[config.mk]
export PLATFORM = sky130hd
export DESIGN_NAME = sbus_frame_receiver_top
export DESIGN_NICKNAME = d
export VERILOG_FILES = /design/src/rtl/sbfr_pkg.sv /design/src/rtl/sbfr_frame_mem.sv /design/src/rtl/sbfr_sub_unit.sv /design/src/rtl/sbfr_top.sv
export SDC_FILE = /design/constraint.sdc
export NUM_CORES = 1
export LEC_CHECK = 0
export BUFFER_PORTS_ARGS = -buffer_cell sky130_fd_sc_hd__buf_2
export CELL_PAD_IN_SITES_DETAIL_PLACEMENT = 1
export CELL_PAD_IN_SITES_GLOBAL_PLACEMENT = 2
export CORE_MARGIN = 1
export CORE_UTILIZATION = 40
export CTS_BUF_LIST = sky130_fd_sc_hd__clkbuf_16
export DETAILED_ROUTE_END_ITERATION = 10
export PLACE_DENSITY_LB_ADDON = 0.1
export SETUP_SLACK_MARGIN = 0.02
export SLEW_MARGIN = 15
export SYNTH_ARGS = -nofsm -noshare
export SYNTH_HDL_FRONTEND = slang
export SYNTH_SLANG_ARGS = --single-unit
[constraint.sdc]
create_clock -name clock -period 6.3 [get_ports clock]
set_input_delay 0.315 -clock clock [delete_from_list [all_inputs] [get_ports clock]]
set_output_delay 0.315 -clock clock [all_outputs]
set_load 0.01 [all_outputs]
[src/rtl/sbfr_pkg.sv]
// sbfr_pkg: shared types and constants of the s.bus frame receiver
// no dependencies; imported by every module of the block
`timescale 1ns / 1ps
`default_nettype none

package sbfr_pkg;

   // data bytes held between the start byte and the end byte
   localparam int unsigned FRAME_DATA_BYTES = 23;
   localparam int unsigned FRAME_ADDR_W     = $clog2(FRAME_DATA_BYTES);
   localparam int unsigned FLAG_BYTE_IDX    = FRAME_DATA_BYTES - 1;

   // field widths
   localparam int unsigned BYTE_W     = 8;
   localparam int unsigned TIME_W     = 32;
   localparam int unsigned GAP_W      = 16;
   localparam int unsigned INDEX_W    = 5;
   localparam int unsigned VALUE_W    = 12;
   localparam int unsigned ERRCNT_W   = 16;
   localparam int unsigned REQ_DATA_W = 40;
   localparam int unsigned RSP_DATA_W = 40;
   localparam int unsigned RSP_PAD_W  = RSP_DATA_W - INDEX_W - VALUE_W - ERRCNT_W;
   localparam int unsigned CSR_ADDR_W = 2;
   localparam int unsigned CSR_DATA_W = 16;

   // channel unpacking
   localparam int unsigned CHAN_BITS   = 11;
   localparam int unsigned NUM_ANALOG  = 16;
   localparam int unsigned CHAN_IDX_W  = 4;
   localparam int unsigned ACC_W       = CHAN_BITS - 1 + BYTE_W;
   localparam int unsigned ACC_CNT_W   = 5;
   localparam logic [CHAN_IDX_W-1:0] ALT_CHAN = 4'd2;

   localparam logic [VALUE_W-1:0] CENTER_BASE = 12'd1024;
   localparam logic [VALUE_W-1:0] ALT_BASE    = 12'd1696;
   localparam logic [VALUE_W-1:0] DIGITAL_HI  = 12'd800;
   localparam logic [VALUE_W-1:0] DIGITAL_LO  = 12'hCE0;  // -800

   localparam logic [INDEX_W-1:0] DIG0_INDEX = 5'd16;
   localparam logic [INDEX_W-1:0] DIG1_INDEX = 5'd17;

   // flag bits of the last data byte
   localparam int unsigned FLAG_DIG0 = 0;
   localparam int unsigned FLAG_DIG1 = 1;
   localparam int unsigned FLAG_LOST = 2;

   // reset values of the control registers
   localparam logic [GAP_W-1:0]  GAP_TIMEOUT_RST = 16'd3000;
   localparam logic [BYTE_W-1:0] START_BYTE_RST  = 8'h0F;
   localparam logic [BYTE_W-1:0] END_MASK_RST    = 8'h00;

   typedef enum logic [CSR_ADDR_W-1:0] {
      CSR_GAP_TIMEOUT = 2'd0,
      CSR_START_BYTE  = 2'd1,
      CSR_END_MASK    = 2'd2
   } sbfr_csr_type;

   typedef enum logic [1:0] {
      PH_SYNC = 2'd0,
      PH_DATA = 2'd1,
      PH_END  = 2'd2
   } sbfr_phase_type;

   typedef enum logic [3:0] {
      ST_IDLE,
      ST_GAP,
      ST_STEP,
      ST_FLAG,
      ST_ERR,
      ST_LOAD,
      ST_MERGE,
      ST_SUB,
      ST_EMIT,
      ST_DIG0,
      ST_DIG1
   } sbfr_state_type;

endpackage

`default_nettype wire

[src/rtl/sbfr_frame_mem.sv]
// sbfr_frame_mem: storage for the data bytes of one frame
// one write port, one registered read port; uses sbfr_pkg
`timescale 1ns / 1ps
`default_nettype none

module sbfr_frame_mem
   import sbfr_pkg::*;
(
   input  wire logic                    clock,
   input  wire logic                    we,
   input  wire logic [FRAME_ADDR_W-1:0] waddr,
   input  wire logic [BYTE_W-1:0]       wdata,
   input  wire logic [FRAME_ADDR_W-1:0] raddr,
   output logic      [BYTE_W-1:0]       rdata_ff
);

   logic [BYTE_W-1:0] mem_ff [FRAME_DATA_BYTES];

   always_ff @(posedge clock) begin
      if (we) begin
         mem_ff[waddr] <= wdata;
      end
      rdata_ff <= mem_ff[raddr];
   end

endmodule

`default_nettype wire

[src/rtl/sbfr_sub_unit.sv]
// sbfr_sub_unit: shared subtractor with registered result
// serves the byte gap check and the channel centering; uses sbfr_pkg
`timescale 1ns / 1ps
`default_nettype none

module sbfr_sub_unit
   import sbfr_pkg::*;
(
   input  wire logic              clock,
   input  wire logic [TIME_W-1:0] op_a,
   input  wire logic [TIME_W-1:0] op_b,
   output logic      [TIME_W-1:0] diff_ff
);

   logic [TIME_W-1:0] diff_in;

   assign diff_in = op_a - op_b;

   always_ff @(posedge clock) begin
      diff_ff <= diff_in;
   end

endmodule

`default_nettype wire

[src/rtl/sbfr_top.sv]
`timescale 1ns / 1ps
`default_nettype none

// S.BUS frame receiver. Each input word carries one received byte and its free-running
// microsecond timestamp. A gap above gap_timeout_us drops the receiver back to hunting
// for start_byte. After the start byte, 23 data bytes are stored; the following end byte
// must have no bit set that end_mask selects, and at least one data byte must be nonzero.
// A good frame then gives 18 result words (channels 0..15 centered, channel 2 against
// 1696, the others against 1024, then two digital channels as +/-800), or a single error
// word when the frame-lost flag is set. Each ordinary byte goes through accept, gap
// subtract and state update. An accepted end byte that decodes keeps the block busy
// until its last result word is loaded, so an output stall holds it longer. The sequencer
// reads the frame memory one byte at a time and runs every channel through the one shared
// subtractor. The next byte is taken while the last result still waits in the output register.
// depends on sbfr_pkg, sbfr_frame_mem, sbfr_sub_unit

module sbus_frame_receiver_top
   import sbfr_pkg::*;
(
   input  wire logic                  clock,
   input  wire logic                  reset,
   // configuration writes
   input  wire logic                  csr_we,
   input  wire logic [CSR_ADDR_W-1:0] csr_addr,
   input  wire logic [CSR_DATA_W-1:0] csr_wdata,
   // received bytes
   input  wire logic                  req_tvalid,
   output logic                       req_tready,
   input  wire logic [REQ_DATA_W-1:0] req_tdata,   // rx_byte[7:0], time_us[39:8]
   // decoded results
   output logic                       rsp_tvalid,
   input  wire logic                  rsp_tready,
   output logic [RSP_DATA_W-1:0]      rsp_tdata,   // channel_index[4:0], channel_value[16:5],
                                                   // error_count[32:17], zero[39:33]
   output logic                       rsp_tuser,   // status
   output logic                       rsp_tlast
);

   sbfr_state_type state_ff, state_in;
   sbfr_phase_type phase_ff, phase_in;

   logic [GAP_W-1:0]        gap_timeout_ff;
   logic [BYTE_W-1:0]       start_byte_ff;
   logic [BYTE_W-1:0]       end_mask_ff;

   logic [FRAME_ADDR_W-1:0] byte_count_ff, byte_count_in;
   logic                    seen_ff, seen_in;
   logic [TIME_W-1:0]       last_time_ff, last_time_in;
   logic [ERRCNT_W-1:0]     errors_ff, errors_in;

   logic [BYTE_W-1:0]       rx_byte_ff, rx_byte_in;
   logic [TIME_W-1:0]       time_ff, time_in;
   logic [1:0]              flags_ff, flags_in;
   logic [ACC_W-1:0]        acc_ff, acc_in;
   logic [ACC_CNT_W-1:0]    cnt_ff, cnt_in;
   logic [FRAME_ADDR_W-1:0] ptr_ff, ptr_in;
   logic [CHAN_IDX_W-1:0]   ch_ff, ch_in;

   logic                    rsp_valid_ff, rsp_valid_in;
   logic                    rsp_status_ff, rsp_status_in;
   logic [INDEX_W-1:0]      rsp_index_ff, rsp_index_in;
   logic [VALUE_W-1:0]      rsp_value_ff, rsp_value_in;
   logic [ERRCNT_W-1:0]     rsp_errors_ff, rsp_errors_in;
   logic                    rsp_last_ff, rsp_last_in;
   logic                    rsp_load;
   logic                    out_free;

   logic                    mem_we;
   logic [FRAME_ADDR_W-1:0] mem_raddr;
   logic [BYTE_W-1:0]       mem_rdata;

   logic [TIME_W-1:0]       sub_a, sub_b, sub_diff;
   logic [VALUE_W-1:0]      chan_base;
   logic                    gap_over;
   sbfr_phase_type          phase_eff;

   sbfr_frame_mem u_mem (
      .clock    (clock),
      .we       (mem_we),
      .waddr    (byte_count_ff),
      .wdata    (rx_byte_ff),
      .raddr    (mem_raddr),
      .rdata_ff (mem_rdata)
   );

   sbfr_sub_unit u_sub (
      .clock   (clock),
      .op_a    (sub_a),
      .op_b    (sub_b),
      .diff_ff (sub_diff)
   );

   assign chan_base = (ch_ff == ALT_CHAN) ? ALT_BASE : CENTER_BASE;

   // the subtractor does the gap first, then one channel at a time
   always_comb begin
      if (state_ff == ST_GAP) begin
         sub_a = time_ff;
         sub_b = last_time_ff;
      end else begin
         sub_a = TIME_W'(chan_base);
         sub_b = TIME_W'(acc_ff[CHAN_BITS-1:0]);
      end
   end

   assign gap_over  = sub_diff > TIME_W'(gap_timeout_ff);
   assign phase_eff = gap_over ? PH_SYNC : phase_ff;
   assign out_free  = !rsp_valid_ff || rsp_tready;
   assign req_tready = (state_ff == ST_IDLE);

   always_comb begin
      state_in      = state_ff;
      phase_in      = phase_ff;
      byte_count_in = byte_count_ff;
      seen_in       = seen_ff;
      last_time_in  = last_time_ff;
      errors_in     = errors_ff;
      rx_byte_in    = rx_byte_ff;
      time_in       = time_ff;
      flags_in      = flags_ff;
      acc_in        = acc_ff;
      cnt_in        = cnt_ff;
      ptr_in        = ptr_ff;
      ch_in         = ch_ff;
      mem_we        = 1'b0;
      mem_raddr     = ptr_ff;
      rsp_load      = 1'b0;
      rsp_status_in = 1'b0;
      rsp_index_in  = INDEX_W'(ch_ff);
      rsp_value_in  = sub_diff[VALUE_W-1:0];
      rsp_errors_in = errors_ff;
      rsp_last_in   = 1'b0;

      case (state_ff)
         ST_IDLE: begin
            if (req_tvalid) begin
               rx_byte_in = req_tdata[BYTE_W-1:0];
               time_in    = req_tdata[BYTE_W +: TIME_W];
               state_in   = ST_GAP;
            end
         end
         ST_GAP: begin
            state_in = ST_STEP;
         end
         ST_STEP: begin
            last_time_in = time_ff;
            state_in     = ST_IDLE;
            case (phase_eff)
               PH_DATA: begin
                  mem_we        = 1'b1;
                  byte_count_in = byte_count_ff + 1'b1;
                  if (byte_count_ff == FRAME_ADDR_W'(FRAME_DATA_BYTES - 1)) begin
                     phase_in = PH_END;
                  end
                  if (rx_byte_ff != '0) begin
                     seen_in = 1'b1;
                  end
               end
               PH_END: begin
                  phase_in  = PH_SYNC;
                  mem_raddr = FRAME_ADDR_W'(FLAG_BYTE_IDX);
                  if (((rx_byte_ff & end_mask_ff) == '0) && seen_ff) begin
                     state_in = ST_FLAG;
                  end
               end
               default: begin
                  phase_in = PH_SYNC;
                  if (rx_byte_ff == start_byte_ff) begin
                     phase_in      = PH_DATA;
                     byte_count_in = '0;
                     seen_in       = 1'b0;
                  end
               end
            endcase
         end
         ST_FLAG: begin
            flags_in = mem_rdata[FLAG_DIG1:FLAG_DIG0];
            acc_in   = '0;
            cnt_in   = '0;
            ptr_in   = '0;
            ch_in    = '0;
            state_in = mem_rdata[FLAG_LOST] ? ST_ERR : ST_LOAD;
         end
         ST_ERR: begin
            if (out_free) begin
               errors_in     = errors_ff + 1'b1;
               rsp_load      = 1'b1;
               rsp_status_in = 1'b1;
               rsp_index_in  = '0;
               rsp_value_in  = '0;
               rsp_errors_in = errors_ff + 1'b1;
               rsp_last_in   = 1'b1;
               state_in      = ST_IDLE;
            end
         end
         ST_LOAD: begin
            state_in = ST_MERGE;
         end
         ST_MERGE: begin
            // append the byte above the bits still waiting
            acc_in   = acc_ff | (ACC_W'(mem_rdata) << cnt_ff);
            cnt_in   = cnt_ff + ACC_CNT_W'(BYTE_W);
            ptr_in   = ptr_ff + 1'b1;
            state_in = (cnt_ff >= ACC_CNT_W'(CHAN_BITS - BYTE_W)) ? ST_SUB : ST_LOAD;
         end
         ST_SUB: begin
            cnt_in   = cnt_ff - ACC_CNT_W'(CHAN_BITS);
            state_in = ST_EMIT;
         end
         ST_EMIT: begin
            // channel bits stay in place until the word is loaded, so the difference holds
            if (out_free) begin
               rsp_load = 1'b1;
               acc_in   = acc_ff >> CHAN_BITS;
               ch_in    = ch_ff + 1'b1;
               if (ch_ff == CHAN_IDX_W'(NUM_ANALOG - 1)) begin
                  state_in = ST_DIG0;
               end else if (cnt_ff >= ACC_CNT_W'(CHAN_BITS)) begin
                  state_in = ST_SUB;
               end else begin
                  state_in = ST_LOAD;
               end
            end
         end
         ST_DIG0: begin
            if (out_free) begin
               rsp_load     = 1'b1;
               rsp_index_in = DIG0_INDEX;
               rsp_value_in = flags_ff[FLAG_DIG0] ? DIGITAL_HI : DIGITAL_LO;
               state_in     = ST_DIG1;
            end
         end
         ST_DIG1: begin
            if (out_free) begin
               rsp_load     = 1'b1;
               rsp_index_in = DIG1_INDEX;
               rsp_value_in = flags_ff[FLAG_DIG1] ? DIGITAL_HI : DIGITAL_LO;
               rsp_last_in  = 1'b1;
               state_in     = ST_IDLE;
            end
         end
         default: begin
            state_in = ST_IDLE;
         end
      endcase
   end

   always_comb begin
      if (rsp_load) begin
         rsp_valid_in = 1'b1;
      end else if (rsp_tready) begin
         rsp_valid_in = 1'b0;
      end else begin
         rsp_valid_in = rsp_valid_ff;
      end
   end

   // control state and configuration
   always_ff @(posedge clock) begin
      if (reset) begin
         state_ff       <= ST_IDLE;
         phase_ff       <= PH_SYNC;
         byte_count_ff  <= '0;
         seen_ff        <= 1'b0;
         last_time_ff   <= '0;
         errors_ff      <= '0;
         cnt_ff         <= '0;
         rsp_valid_ff   <= 1'b0;
         gap_timeout_ff <= GAP_TIMEOUT_RST;
         start_byte_ff  <= START_BYTE_RST;
         end_mask_ff    <= END_MASK_RST;
      end else begin
         state_ff      <= state_in;
         phase_ff      <= phase_in;
         byte_count_ff <= byte_count_in;
         seen_ff       <= seen_in;
         last_time_ff  <= last_time_in;
         errors_ff     <= errors_in;
         cnt_ff        <= cnt_in;
         rsp_valid_ff  <= rsp_valid_in;
         if (csr_we) begin
            case (csr_addr)
               CSR_GAP_TIMEOUT: gap_timeout_ff <= csr_wdata[GAP_W-1:0];
               CSR_START_BYTE:  start_byte_ff  <= csr_wdata[BYTE_W-1:0];
               CSR_END_MASK:    end_mask_ff    <= csr_wdata[BYTE_W-1:0];
               default: begin
               end
            endcase
         end
      end
   end

   // datapath registers
   always_ff @(posedge clock) begin
      rx_byte_ff <= rx_byte_in;
      time_ff    <= time_in;
      flags_ff   <= flags_in;
      acc_ff     <= acc_in;
      ptr_ff     <= ptr_in;
      ch_ff      <= ch_in;
      if (rsp_load) begin
         rsp_status_ff <= rsp_status_in;
         rsp_index_ff  <= rsp_index_in;
         rsp_value_ff  <= rsp_value_in;
         rsp_errors_ff <= rsp_errors_in;
         rsp_last_ff   <= rsp_last_in;
      end
   end

   assign rsp_tvalid = rsp_valid_ff;
   assign rsp_tdata  = {{RSP_PAD_W{1'b0}}, rsp_errors_ff, rsp_value_ff, rsp_index_ff};
   assign rsp_tuser  = rsp_status_ff;
   assign rsp_tlast  = rsp_last_ff;

`ifndef SYNTHESIS
   a_count_in_range: assert property (@(posedge clock) disable iff (reset)
      (phase_ff == PH_DATA) |-> (byte_count_ff < FRAME_ADDR_W'(FRAME_DATA_BYTES)))
      else $error("byte count past frame end while collecting data");

   a_error_counts: assert property (@(posedge clock) disable iff (reset)
      (state_ff == ST_ERR && out_free) |=> (errors_ff == $past(errors_ff) + 1'b1))
      else $error("error counter not bumped on frame-lost result");

   a_last_goes_idle: assert property (@(posedge clock) disable iff (reset)
      (rsp_load && rsp_last_in) |=> (state_ff == ST_IDLE))
      else $error("sequencer busy after last word of frame");

   a_acc_bound: assert property (@(posedge clock) disable iff (reset)
      (cnt_ff <= ACC_CNT_W'(ACC_W)))
      else $error("unpack bit count overflows accumulator");

   a_no_overwrite: assert property (@(posedge clock) disable iff (reset)
      (rsp_valid_ff && !rsp_tready) |-> !rsp_load)
      else $error("pending result overwritten");
`endif

endmodule

`default_nettype wire

### After elaboration in Yosys (flattened, before gate mapping)

Memories as Yosys holds them, arrays and structs flattened. A register that Yosys moved wholly into a read port is not among the register bits.
Cells that the tools add are included.

| cells by class | value |
|---|---|
| $lt $le $gt $ge | 3 |
| bitwise gates (word level) | 3 |
| eq/ne operators | 24 |
| reduce and logical (&&, ||, !) cells | 25 |
| shifts and indexed selects | 1 |
| $add $sub $neg | 7 |
| muxes and demuxes | 51 |

Operators by type and width:

| kind | number |
|---|---|
| $mux W32 | 2 |
| $mux W12 | 5 |
| $pmux W18 S3 | 1 |
| $pmux W4 S10 | 1 |
| $pmux W12 S3 | 1 |
| $gt A32 B16 Y1 | 1 |
| $mux W16 | 2 |
| $sub A32 B32 Y32 | 1 |
| $pmux W5 S3 | 2 |
| $mux W4 | 7 |
| $mux W5 | 5 |
| $pmux W5 S2 | 2 |
| $mux W18 | 1 |
| $or A18 B18 Y18 | 1 |
| $shl A8 B5 Y18 | 1 |
| $add A16 B1 Y16 const B | 1 |
| $eq A4 B3 Y1 const B | 4 |
| $eq A4 B4 Y1 const B | 4 |
| $reduce_and A2 Y1 | 7 |
| $eq A4 B2 Y1 const B | 3 |
| $mux W1 | 12 |
| $mux W2 | 6 |
| $add A5 B1 Y5 const B | 2 |
| $mux W10 | 1 |
| other kinds (30) | 41 |

| storage, ports and cells | value |
|---|---|
| logic and storage cells | 138 |
| input port bits | 63 |
| memory bits (writable) | 184 |
| memories | 1 |
| bits in registers | 234 |

Memories:

| name | words | bits a word | rd ports | clocked after Yosys merged registers in | write ports | RTL line | RTL |
|---|---|---|---|---|---|---|---|
| u_mem.mem_ff | 23 | 8 | 1 | 1 | 1 | sbfr_frame_mem.sv:17 | `logic [BYTE_W-1:0] mem_ff [FRAME_DATA_BYTES];` |

### Depth between registers and ports, before layout

Gate-level depths: netlist of the first run.

| logic depth | value |
|---|---|
| word-level depth | 7 |
| depth in mapped cells | 18 |

### By module

Synthesis of the first run repeated with hierarchy kept, for this count alone.

| second synthesis, totals | value |
|---|---|
| cell total of the unflattened synthesis | 1,658 |
| area total of the unflattened synthesis | 19,384.8 sq um |

Modules (own cells, without submodules):

| module | cells each | seq. area each (sq um) | area each (sq um) | times used |
|---|---|---|---|---|
| sbus_frame_receiver_top | 936 | 5,084.9 | 9,486.6 | 1 |
| sbfr_frame_mem | 419 | 5,685.5 | 7,462.2 | 1 |
| sbfr_sub_unit | 303 | 640.6 | 2,436.1 | 1 |

### Worst setup path after synthesis of the first run

No wires, ideal clock.

| timing path | value |
|---|---|
| path type | register to register |
| start point | reg state_ff[1] |
| end point | reg u_sub.diff_ff[25] |
| data required time | 6.184 ns |
| setup time | 0.116 ns |
| buffers on the path | 2 |
| cell stages (with the launch flop) | 14 |
| arrival time | 3.434 ns |
| clock period less this slack | 3.550 ns |
| setup slack | 2.750 ns |
| cell sequence | dfxtp_1 > buf_2 > nand2b_1 > nor3_2 > clkbuf_1 > mux2i_1 > ha_1 > a21o_1 > a211oi_1 > nand2_1 > o21ai_0 > o21ai_0 > or3b_1 > and4_1 |

| on the way | value |
|---|---|
| longest elaborated chain between the ends | 3 |
| elaborated cells on any way between the ends | 4 |

RTL lines:

| item | RTL line | RTL |
|---|---|---|
| start: declaration | sbfr_top.sv:39 | `sbfr_state_type state_ff, state_in;` |
| start signal: assignment | sbfr_top.sv:273 | `state_ff <= state_in;` |
| $eq A4 B1 Y1 * | sbfr_top.sv:97 | `if (state_ff == ST_GAP) begin` |
| $mux W32 | sbfr_top.sv:97 |  |
| $sub A32 B32 Y32 * | sbfr_sub_unit.sv:17 | `assign diff_in = op_a - op_b;` |
| named net u_sub.diff_in[25] | sbfr_sub_unit.sv:15 | `logic [TIME_W-1:0] diff_in;` |
| end signal: assignment | sbfr_sub_unit.sv:20 | `diff_ff <= diff_in;` |
| end: declaration | sbfr_sub_unit.sv:12 | `output logic [TIME_W-1:0] diff_ff` |

The timed path passes the listed nets; every way through them passes the cells marked *.
A chain may end at the register's enable or synchronous reset.

### Worst setup path in the final report of the first run

| timing path | value |
|---|---|
| start point | reg state_ff[0] |
| end point | reg u_sub.diff_ff[30] |

The elaborated chain is that of the path after synthesis.

==> results.md, run 1 <==
- Status: finished clean
- CTS Buf Count: 48
- Metal3 WL: 1990 um
- DR vias: 13600
- Remaining global-route overflow: 0
- Chip width: 223 um
- Clk buf depth: 3
- MaxCap Viol Count: 0
- Clk sink count: 426
- Layout cells sized above 1: 0.130
- Tcrit/Tclk final: 0.755
- Crit-path max FO: 17
- Final nets: 1968
- Clock network power share: 0.431
- Die height: 223 um
- H-tree lvl count: 2
- GRT Overall Usage: 0.210
- Highest clock rate: 0.210 GHz
- Netlist cell types: 74
- WS Path Type: reg2reg
- Hold crit path type: in2reg
- First-pass GRT wire length: 80500 um
- Flops & latches, synth: 426
- Final Critical Period: 4760 ps
- Initial DRT Pass Iterations: 5
- Total core area: 47800 sq um
- Register area share after synthesis: 0.586
- Asr flop ratio synth: 0
- HPWL after DPL: 35000 um
- Vias per cell: 5.45
- Pwr Density: 301 nW/um^2
- Final setup violation count: 0
- Final Non-Filler Cells: 2499
- Antenna violations before repair: 0
- Count leader, synth: edfxtp_1
- Post-synth top area share: 0.444
- Mean area per synthesized cell: 11.3 sq um
- DP Cell Count: 2361
- Slew @ Worst Pin: 1190 ps
- Synthesized area: 19500 sq um
- CP Data Required Time: 6810 ps
- Vias in the first global route: 14000
- Clk Latency, worst-skew pair: 590 ps
- Post-synth EDFFs: 288
- Routability cong.: 0.811
- Worst vdd ir: 0.211 mV
- Top post-synthesis cells by count: 288 x edfxtp_1, 210 x nand2_1, 150 x nor2_1
- Clock Tree Root: clkbuf_16
- Critical Path Start Type: flop
- Setup Skew: 19.4 ps
- Leakage power: 0.00828 uW
- Uppermost layer routed: met4
- Row cnt: 80
- CP arrival: 5260 ps
- Worst setup EP type: flop
- Synth warn: 0
- Routed wl met2: 24600 um
- R2R cell count: 13
- P&R area growth vs syn: 16.3%
- DRT met1 WL: 23600 um
- RSZ-0062 raised after global routing: false
- Largest area contributor in the netlist: edfxtp_1
- Pins over their slew limit: 0
- CTS tree: built
- Largest net degree at the start of global routing: 59
- Ys flop type: edfxtp_1
- Cell-internal power: 5190 uW
- Drt drc: 0
- Inserted Diodes: 0
- Register share of total power: 0.469
- DR WL/cell: 20.7 um
- Clock transition at path regs: 60 ps
- Starting Density: 0.407
- Antenna viol nets, final: 0
- Synth top area cells: edfxtp_1 44%, dfxtp_1 14%, nand2_1 4.1%, ha_1 3.9%, a21oi_1 3.4%
- Count of input and output buffers: 99
- Net Sw Power: 1630 uW
- Final Routed Wirelength: 51800 um
- Combinational share of power: 0.100
- Worst hold stages: 2
- I/O pins: 107
- Net Sw Frac: 0.239
- Sum Neg Setup Slack: 0 ps
- Cell count after synthesis: 1717
- Final hold violations: 0
- Slew HR: 0.205
- Die area: 49500 sq um
- Iteration-0 DRC Markers: 709
-- final timing paths --
path | end | start | slack, ps
setup / recovery | u_sub.diff_ff[30]$_DFF_P_ | state_ff[0]$_SDFFE_PP0P_ | 1540
hold / removal | gap_timeout_ff[3]$_SDFFE_PP1P_ | csr_wdata[3] | 20
setup reg to reg | u_sub.diff_ff[30]$_DFF_P_ | state_ff[0]$_SDFFE_PP0P_ | 1540
hold reg to reg | last_time_ff[18]$_SDFFE_PP0P_ | last_time_ff[18]$_SDFFE_PP0P_ | 460
-- registers in the layout, indices dropped and copies added (netlist names), 8 cells and up --
name            count
u_mem.mem_ff      184
last_time_ff       32
time_ff            32
u_sub.diff_ff      32
acc_ff             18
errors_ff          16
gap_timeout_ff     16
rsp_errors_ff      16
rsp_value_ff       12
end_mask_ff         8
rx_byte_ff          8
start_byte_ff       8
u_mem.rdata_ff      8
-- worst max-delay path, stage by stage, from the launching register on --
cell,delay [ps]
dfxtp_1,750
nand2b_1,250
nor3_4,630
buf_4,290
mux2_2,340
ha_1,220
fa_1,410
nand2b_1,190
a21oi_1,230
o21ai_0,230
a32oi_2,380
a31oi_1,240
o31ai_1,330
xor2_1,170
-- cell families after synthesis --
logic type,share of synthesized area
AO/OA/AOI/OAI,0.124
XOR/XNOR,0.0275
adder cells (fa/ha/maj),0.0396
buffers and inverters,0.0314
flip-flops,0.586
multiplexers,0.0509
other,0.000193
AND/OR/NAND/NOR,0.140
-- repair_timing --
action | CTS | global route
hold endpoints to repair | 48 | 0
resized for setup | 0 | 0
setup endpoints to repair | 0 | 0
setup buffers | 0 | 0
hold buffers | 48 | 0
-- power groups by stage --
stage               Sequential (uW)  Clock (uW)  Combinational, uW
floorplan                      3240           0                460
global placement               3250           0                662
detailed placement             3260           0                669
CTS                            3200        3020                695
global route                   3210        3120                766
finish                         3200        2940                683
-- routing by layer --
| metal | global-route usage | vias up |
|---|---|---|
| met4 | 0.0732 | 0 |
| met3 | 0.0393 | 102 |
| li1 | - | 6533 |
| met1 | 0.274 | 6746 |
| met2 | 0.347 | 238 |
| met5 | 0 | - |
-- per-stage QoR --
step                hold WS (ps)  total power [uW]  worst slack [ps]  instance area, sq um  utilization
finish                      23.1              6820              1540                 22600        0.473
global route                8.95              7090              1220                 22600        0.473
CTS                         4.53              6920              1510                 22600        0.473
detailed placement           447              3930              1530                 20500        0.428
global placement             442              3910              1660                 20500        0.428
floorplan                    414              3700              2750                 19500            -
-- cells in the final DEF, fill, tap and decap left out, types with 10 or more instances in the layout --
cell | synthesis | routed
o21ai_0 | 49 | 49
nand4_1 | 12 | 12
nor2_1 | 150 | 149
xor2_1 | 19 | 19
a31oi_1 | 22 | 22
ha_1 | 60 | 60
xnor2_1 | 42 | 42
dlygate4sd3_1 | 0 | 48
nand3_1 | 42 | 42
o31ai_1 | 18 | 18
a21oi_1 | 133 | 133
buf_4 | 9 | 24
nor3_1 | 10 | 10
inv_1 | 41 | 53
mux4_2 | 16 | 16
o22ai_1 | 26 | 26
nor2b_1 | 36 | 36
and2_1 | 39 | 38
nor4_1 | 15 | 15
mux2i_1 | 55 | 55
nand2_1 | 210 | 210
clkbuf_16 | 0 | 49
buf_2 | 10 | 98
edfxtp_1 | 288 | 288
nand2b_1 | 13 | 13
a221oi_1 | 15 | 15
a211oi_1 | 15 | 15
dfxtp_1 | 138 | 138
and3_1 | 11 | 11
a211o_1 | 11 | 11
a21o_1 | 23 | 23
-- final cells by class --
| type | count | area [sq um] |
|---|---|---|
| inverters | 43 | 163 |
| repair buffers | 170 | 1150 |
| multi-input cells | 1155 | 7480 |
| fillers | 5096 | 25200 |
| clock buffers | 49 | 1230 |
| well taps | 615 | 769 |
| clock inverters | 41 | 434 |
| flip-flops and latches | 426 | 11400 |
Power figures use the tool's default switching activity.
==> inputs of run 2 (changes only) <==
==> constraint.sdc (replaced) <==
create_clock -name clock -period 4.9 [get_ports clock]
set_input_delay 0.245 -clock clock [delete_from_list [all_inputs] [get_ports clock]]
set_output_delay 0.245 -clock clock [all_outputs]
set_load 0.01 [all_outputs]
==> results.md, run 2 (same netlist as run 1, synthesis figures left out) <==
- Antenna violations before repair: 0
- Slew HR: 0.285
- Inserted Diodes: 0
- Final Critical Period: 4290 ps
- # fillers: 5142
- Slew @ Worst Pin: 1070 ps
- Final Non-Filler Cells: 2524
- Initial DRT Pass Iterations: 5
- Reg2Reg Launch Point: gap_timeout_ff[15]$_SDFFE_PP0P_
- Net Sw Power: 2110 uW
- Final setup violation count: 0
- Critical Path Start Type: flop
- Family with the most delay on the worst path: compound AO/OA/AOI/OAI gates
- Resized cells post-CTS: 0
- Total core area: 47800 sq um
- Combinational share of power: 0.107
- Crit-path max FO: 40
- H-tree lvl count: 2
- CTS Buf Count: 48
- Final Routed Wirelength: 53500 um
- Drt drc: 0
- Worst vdd ir: 0.273 mV
- Cell-internal power: 6470 uW
- Slowest cell on crit path: o32ai_1
- Clock Tree Root: clkbuf_16
- Most common cell after layout, fill and taps aside: edfxtp_1
- Status: finished clean
- Final nets: 1993
- WS Path Type: reg2reg
- P&R area growth vs syn: 16.8%
- Net Sw Frac: 0.246
- Antenna viol nets, final: 0
- Starting Density: 0.407
- Register share of total power: 0.477
- CP Cell Sequence: inv_1, ha_1, nand4_1, or2_2, o32ai_1, and3_1, ha_1, a21o_4, mux2i_1, o31ai_1, nor4_1, a221oi_1
- Die height: 223 um
- CP Data Required Time: 5350 ps
- CP most frequent cell: ha_1
- Buffers & Inverters on Critical Path: 1
- Clock network power share: 0.416
- Chip width: 223 um
- Clk sink count: 426
- Pwr Density: 377 nW/um^2
- Row cnt: 80
- Routability cong.: 0.848
- Hold_sp: rsp_tready
- GRT Overall Usage: 0.219
- Leakage power: 0.00835 uW
- HPWL after DPL: 35900 um
- Vias in the first global route: 14100
- Setup crit start: gap_timeout_ff[15]$_SDFFE_PP0P_
- Largest net degree at the start of global routing: 82
- Setup Buffers After CTS: 0
- Die area: 49500 sq um
- Hold crit path type: in2reg
- Count of input and output buffers: 99
- Min setup slack post-route: 609 ps
- MaxCap Viol Count: 0
- First-pass GRT wire length: 83000 um
- Crit path largest cell delay: 700 ps
- Iteration-0 DRC Markers: 681
- I/O pins: 107
- CP arrival: 4740 ps
- Max reg flops: 184
- Pre-CTS setup slack: 533 ps
- Layout cells sized above 1: 0.136
- Worst setup EP type: flop
- Highest clock rate: 0.233 GHz
- Setup Skew: 23.8 ps
- Cts hold-fix bufs: 57
- CTS tree: built
- Remaining global-route overflow: 0
- DP Cell Count: 2377
- Largest reg by FF count: u_mem.mem_ff
- RSZ-0062 raised after global routing: false
- Pins over their slew limit: 0
- Final core utilization: 0.475
- Final hold violations: 0
- DR WL/cell: 21.2 um
- Clock transition at path regs: 60 ps
- Most frequent cells in the layout: 288 x edfxtp_1, 210 x nand2_1, 149 x nor2_1
- Vias per cell: 5.41
- Sum Neg Setup Slack: 0 ps
- DR vias: 13700
- Clk Latency, worst-skew pair: 600 ps
- Tcrit/Tclk final: 0.876
- Clk buf depth: 3
[run 2: cell count changes in the layout (fill, tap and decap cells not counted)]
cell	change
buf_4	+16
bufinv_16	-4
clkinv_1	-1
clkinv_2	+2
clkinvlp_4	+3
dlygate4sd3_1	+9
inv_1	+3
inv_6	-2
inv_8	-1
[run 2: per-layer routing]
layer,part of all wire,wire length (um),vias to the layer above,global-route usage
li1,-,-,6584,-
met1,0.45,24300,6748,0.284
met2,0.48,25900,231,0.370
met3,0.029,1570,101,0.0319
met4,0.033,1760,0,0.0776
met5,0,0,-,0
[run 2: worst paths after layout]
kind	depth (start not counted)	to	slack, ps
min	4	state_ff[0]$_SDFFE_PP0P_	120
max	12	u_mem.rdata_ff[7]$_DFF_P_	610
max reg2reg	12	u_mem.rdata_ff[7]$_DFF_P_	610
min reg2reg	2	last_time_ff[24]$_SDFFE_PP0P_	450
[run 2: power by group through the flow]
| stage | logic [uW] | registers (uW) | clock network (uW) |
|---|---|---|---|
| detailed placement | 893 | 4170 | 0 |
| finish | 921 | 4090 | 3570 |
| global route | 1030 | 4110 | 3790 |
| floorplan | 592 | 4160 | 0 |
| CTS | 931 | 4090 | 3650 |
| global placement | 876 | 4170 | 0 |
[run 2: final cells by class]
type | instances | area, sq um | share of cell area
Clock buffer | 49 | 1230 | 0.0539
Clock inverter | 41 | 325 | 0.0143
Inverter | 43 | 163 | 0.00715
Multi-Input combinational cell | 1155 | 7480 | 0.329
Sequential cell | 426 | 11400 | 0.502
Tap cell | 615 | 769 | 0.0338
Timing Repair Buffer | 195 | 1360 | 0.0599
[run 2: tightest hold or removal path, cell delays in order]
cell and delay, ps:
buf_2 80, nor2b_1 130, nand3_1 120, a21oi_1 70
[run 2: stage by stage]
step                      total power (uW)  cell area (sq um)  hold slack, ps
after detailed placement              5060              20600             423
final                                 8580              22700             115
after floorplan                       4750              19500             344
after global routing                  8930              22700             112
after CTS                             8680              22700            81.5
after global placement                5040              20600             421
==> inputs of run 3 (changes only) <==
--- a/config.mk
+++ b/config.mk
@@ -17,4 +17,5 @@
 export SLEW_MARGIN = 15
 export SYNTH_ARGS = -nofsm -noshare
 export SYNTH_HDL_FRONTEND = slang
+export SYNTH_HIERARCHICAL = 1
 export SYNTH_SLANG_ARGS = --single-unit
==> results.md, run 3 <==
- Slowest cell on crit path: mux4_1
- Highest clock rate: 0.226 GHz
- Final Routed Wirelength: 53000 um
- DRT met1 WL: 24800 um
- Status: finished clean
- # fillers: 5024
- MaxCap Viol Count: 0
- Starting Density: 0.406
- Die area: 49300 sq um
- Top post-synthesis cells by count: 288 x edfxtp_1, 175 x nand2_1, 138 x dfxtp_1
- Clk buf depth: 3
- Post-synth EDFFs: 288
- Final hold violations: 0
- Family with the most delay on the worst path: simple AND/OR/NAND/NOR gates
- First-pass GRT wire length: 82000 um
- Tot Pwr: 9110 uW
- R2R cell count: 14
- Clk Latency, worst-skew pair: 610 ps
- Setup Buffers After CTS: 0
- Post-synth top area share: 0.446
- Buffers & Inverters on Critical Path: 2
- Critical Path Start Type: flop
- Tcrit/Tclk final: 0.901
- Reg2reg end: u_mem/rdata_ff[6]$_DFF_P_
- Slew HR: 0.274
- Setup Skew: 24.7 ps
- Netlist cell types: 80
- Antenna viol nets, final: 0
- CTS tree: built
- Final setup violation count: 0
- Post-route cell area: 22700 sq um
- Count leader, synth: edfxtp_1
- Uppermost layer routed: met4
- Total core area: 47700 sq um
- Worst setup EP type: flop
- Setup crit start: gap_timeout_ff[6]$_SDFFE_PP0P_
- Cell count after synthesis: 1658
- Clock transition at path regs: 60 ps
- Largest area contributor in the netlist: edfxtp_1
- Most common cell after layout, fill and taps aside: edfxtp_1
- Levels on crit path: 14
- Mean area per synthesized cell: 11.7 sq um
- Final Non-Filler Cells: 2461
- Final Critical Period: 4420 ps
- Vias in the first global route: 13900
- Vias per cell: 5.40
- Sum Neg Setup Slack: 0 ps
- Clk sink count: 426
- Area of the multi-input gates: 7340 sq um
- Drt drc: 0
- CP Data Required Time: 5380 ps
- I/O pins: 107
- Metal3 WL: 1890 um
- Die height: 222 um
- Routability cong.: 0.835
- RSZ-0062 raised after global routing: false
- Routed wl met2: 25200 um
- CP arrival: 4900 ps
- DR WL/cell: 21.5 um
- Asr flop ratio synth: 0
- Synth warn: 6
- CTS Buf Count: 48
- Most frequent cells in the layout: 288 x edfxtp_1, 175 x nand2_1, 138 x dfxtp_1
- Initial DRT Pass Iterations: 5
- Largest net degree at the start of global routing: 71
- DR vias: 13300
- DP Cell Count: 2314
- Crit path largest cell delay: 580 ps
- Clock Tree Root: clkbuf_16
- Reg area: 11400 sq um
- Remaining global-route overflow: 0
- Largest reg by FF count: u_mem/mem_ff
- Synthesized area: 19400 sq um
- Post-DP Area: 20500 sq um
- Iteration-0 DRC Markers: 701
- Pwr Density: 402 nW/um^2
- Flops & latches, synth: 426
- Register area share after synthesis: 0.589
- Final nets: 1927
- Worst setup path end: u_mem/rdata_ff[6]$_DFF_P_
- Worst vdd ir: 0.245 mV
- Chip width: 222 um
- Layout cells sized above 1: 0.132
- Synth top area cells: edfxtp_1 45%, dfxtp_1 14%, mux2i_1 5.3%, ha_1 3.7%, nand2_1 3.4%
- GRT Overall Usage: 0.216
- Antenna violations before repair: 0
- Ys flop type: edfxtp_1
- Count of input and output buffers: 99
- R2r setup slk: 480 ps
- WS Path Type: reg2reg
- Leakage power: 0.00861 uW
- Row cnt: 80
- Reg2Reg Launch Point: gap_timeout_ff[6]$_SDFFE_PP0P_
- Crit-path max FO: 12
- H-tree lvl count: 2
- Hold crit path type: in2reg
- CP Cell Sequence: inv_1, ha_1, a21o_1, a221o_1, and3_1, nor4bb_1, o21ai_0, ha_1, nand2_1, and2_1, buf_4, mux4_1, nand2_1, o2111ai_1
- Max reg flops: 184
- HPWL after DPL: 36200 um
- Slew @ Worst Pin: 1090 ps
- Pins over their slew limit: 0
- P&R area growth vs syn: 17.0%
## run 3: cell type report
type / count / share of cell area
well taps: 615 / 0.0339
clock buffers: 48 / 0.0530
flip-flops and latches: 426 / 0.503
multi-input cells: 1077 / 0.324
repair buffers: 182 / 0.0560
clock inverters: 42 / 0.0187
diodes: 1 / 0.000110
inverters: 70 / 0.0116
## run 3: timing repair
| action | in CTS | in global routing |
|---|---|---|
| endpoints found under the hold margin | 72 | 0 |
| hold buffers | 56 | 0 |
| setup endpoints to repair | 0 | 7 |
| gates resized for setup | 0 | 1 |
## run 3: routing by layer
metal,track usage,vias up
li1,-,6348
met1,0.293,6654
met2,0.357,209
met3,0.0371,70
met4,0.0567,0
met5,0,-
## run 3: how the worst min path moves through the flow
stage	startpoint	endpoint	cells after the start
after floorplan	req_tdata[0]	rx_byte_ff[0]$_DFFE_PP_	0
after global placement	req_tdata[35]	time_ff[27]$_DFFE_PP_	1
after detailed placement	req_tdata[18]	time_ff[10]$_DFFE_PP_	1
after CTS	rsp_tready	state_ff[2]$_SDFFE_PP0P_	4
after global routing	rsp_tready	state_ff[2]$_SDFFE_PP0P_	4
final	rsp_tready	state_ff[2]$_SDFFE_PP0P_	4
## run 3: power by group
group          total [uW]  switching [uW]  internal (uW)  leakage [uW]
logic                1210             731            483       0.00399
registers            4190             107           4080       0.00380
clock network        3710            1500           2210      0.000820
total                9110            2340           6780       0.00861
## run 3: through the flow
stage               utilization  hold slack (ps)  worst slack (ps)
floorplan                     -              344              1130
detailed placement        0.429              424               391
finish                    0.475             85.0               484
global placement          0.429              422               545
global route              0.475              111              36.3
CTS                       0.475             67.8               390
## run 3: worst min-delay path, delay by kind of cell
kind	cells	cell delay (ps)
compound gates	1	50
buf+inv	1	80
simple gates	2	260
## run 3: cells by family (layout without fill, tap and decap cells)
logic type               Yosys count  count (layout)  share of synthesized area
other                              1               8                   0.000193
XOR/XNOR                          58              58                     0.0262
adder cells (fa/ha/maj)           59              59                     0.0385
AO/OA/AOI/OAI                    311             311                      0.102
buffers and inverters            161             342                     0.0360
AND/OR/NAND/NOR                  512             512                      0.133
multiplexers                     130             130                     0.0755
flip-flops                       426             426                      0.589
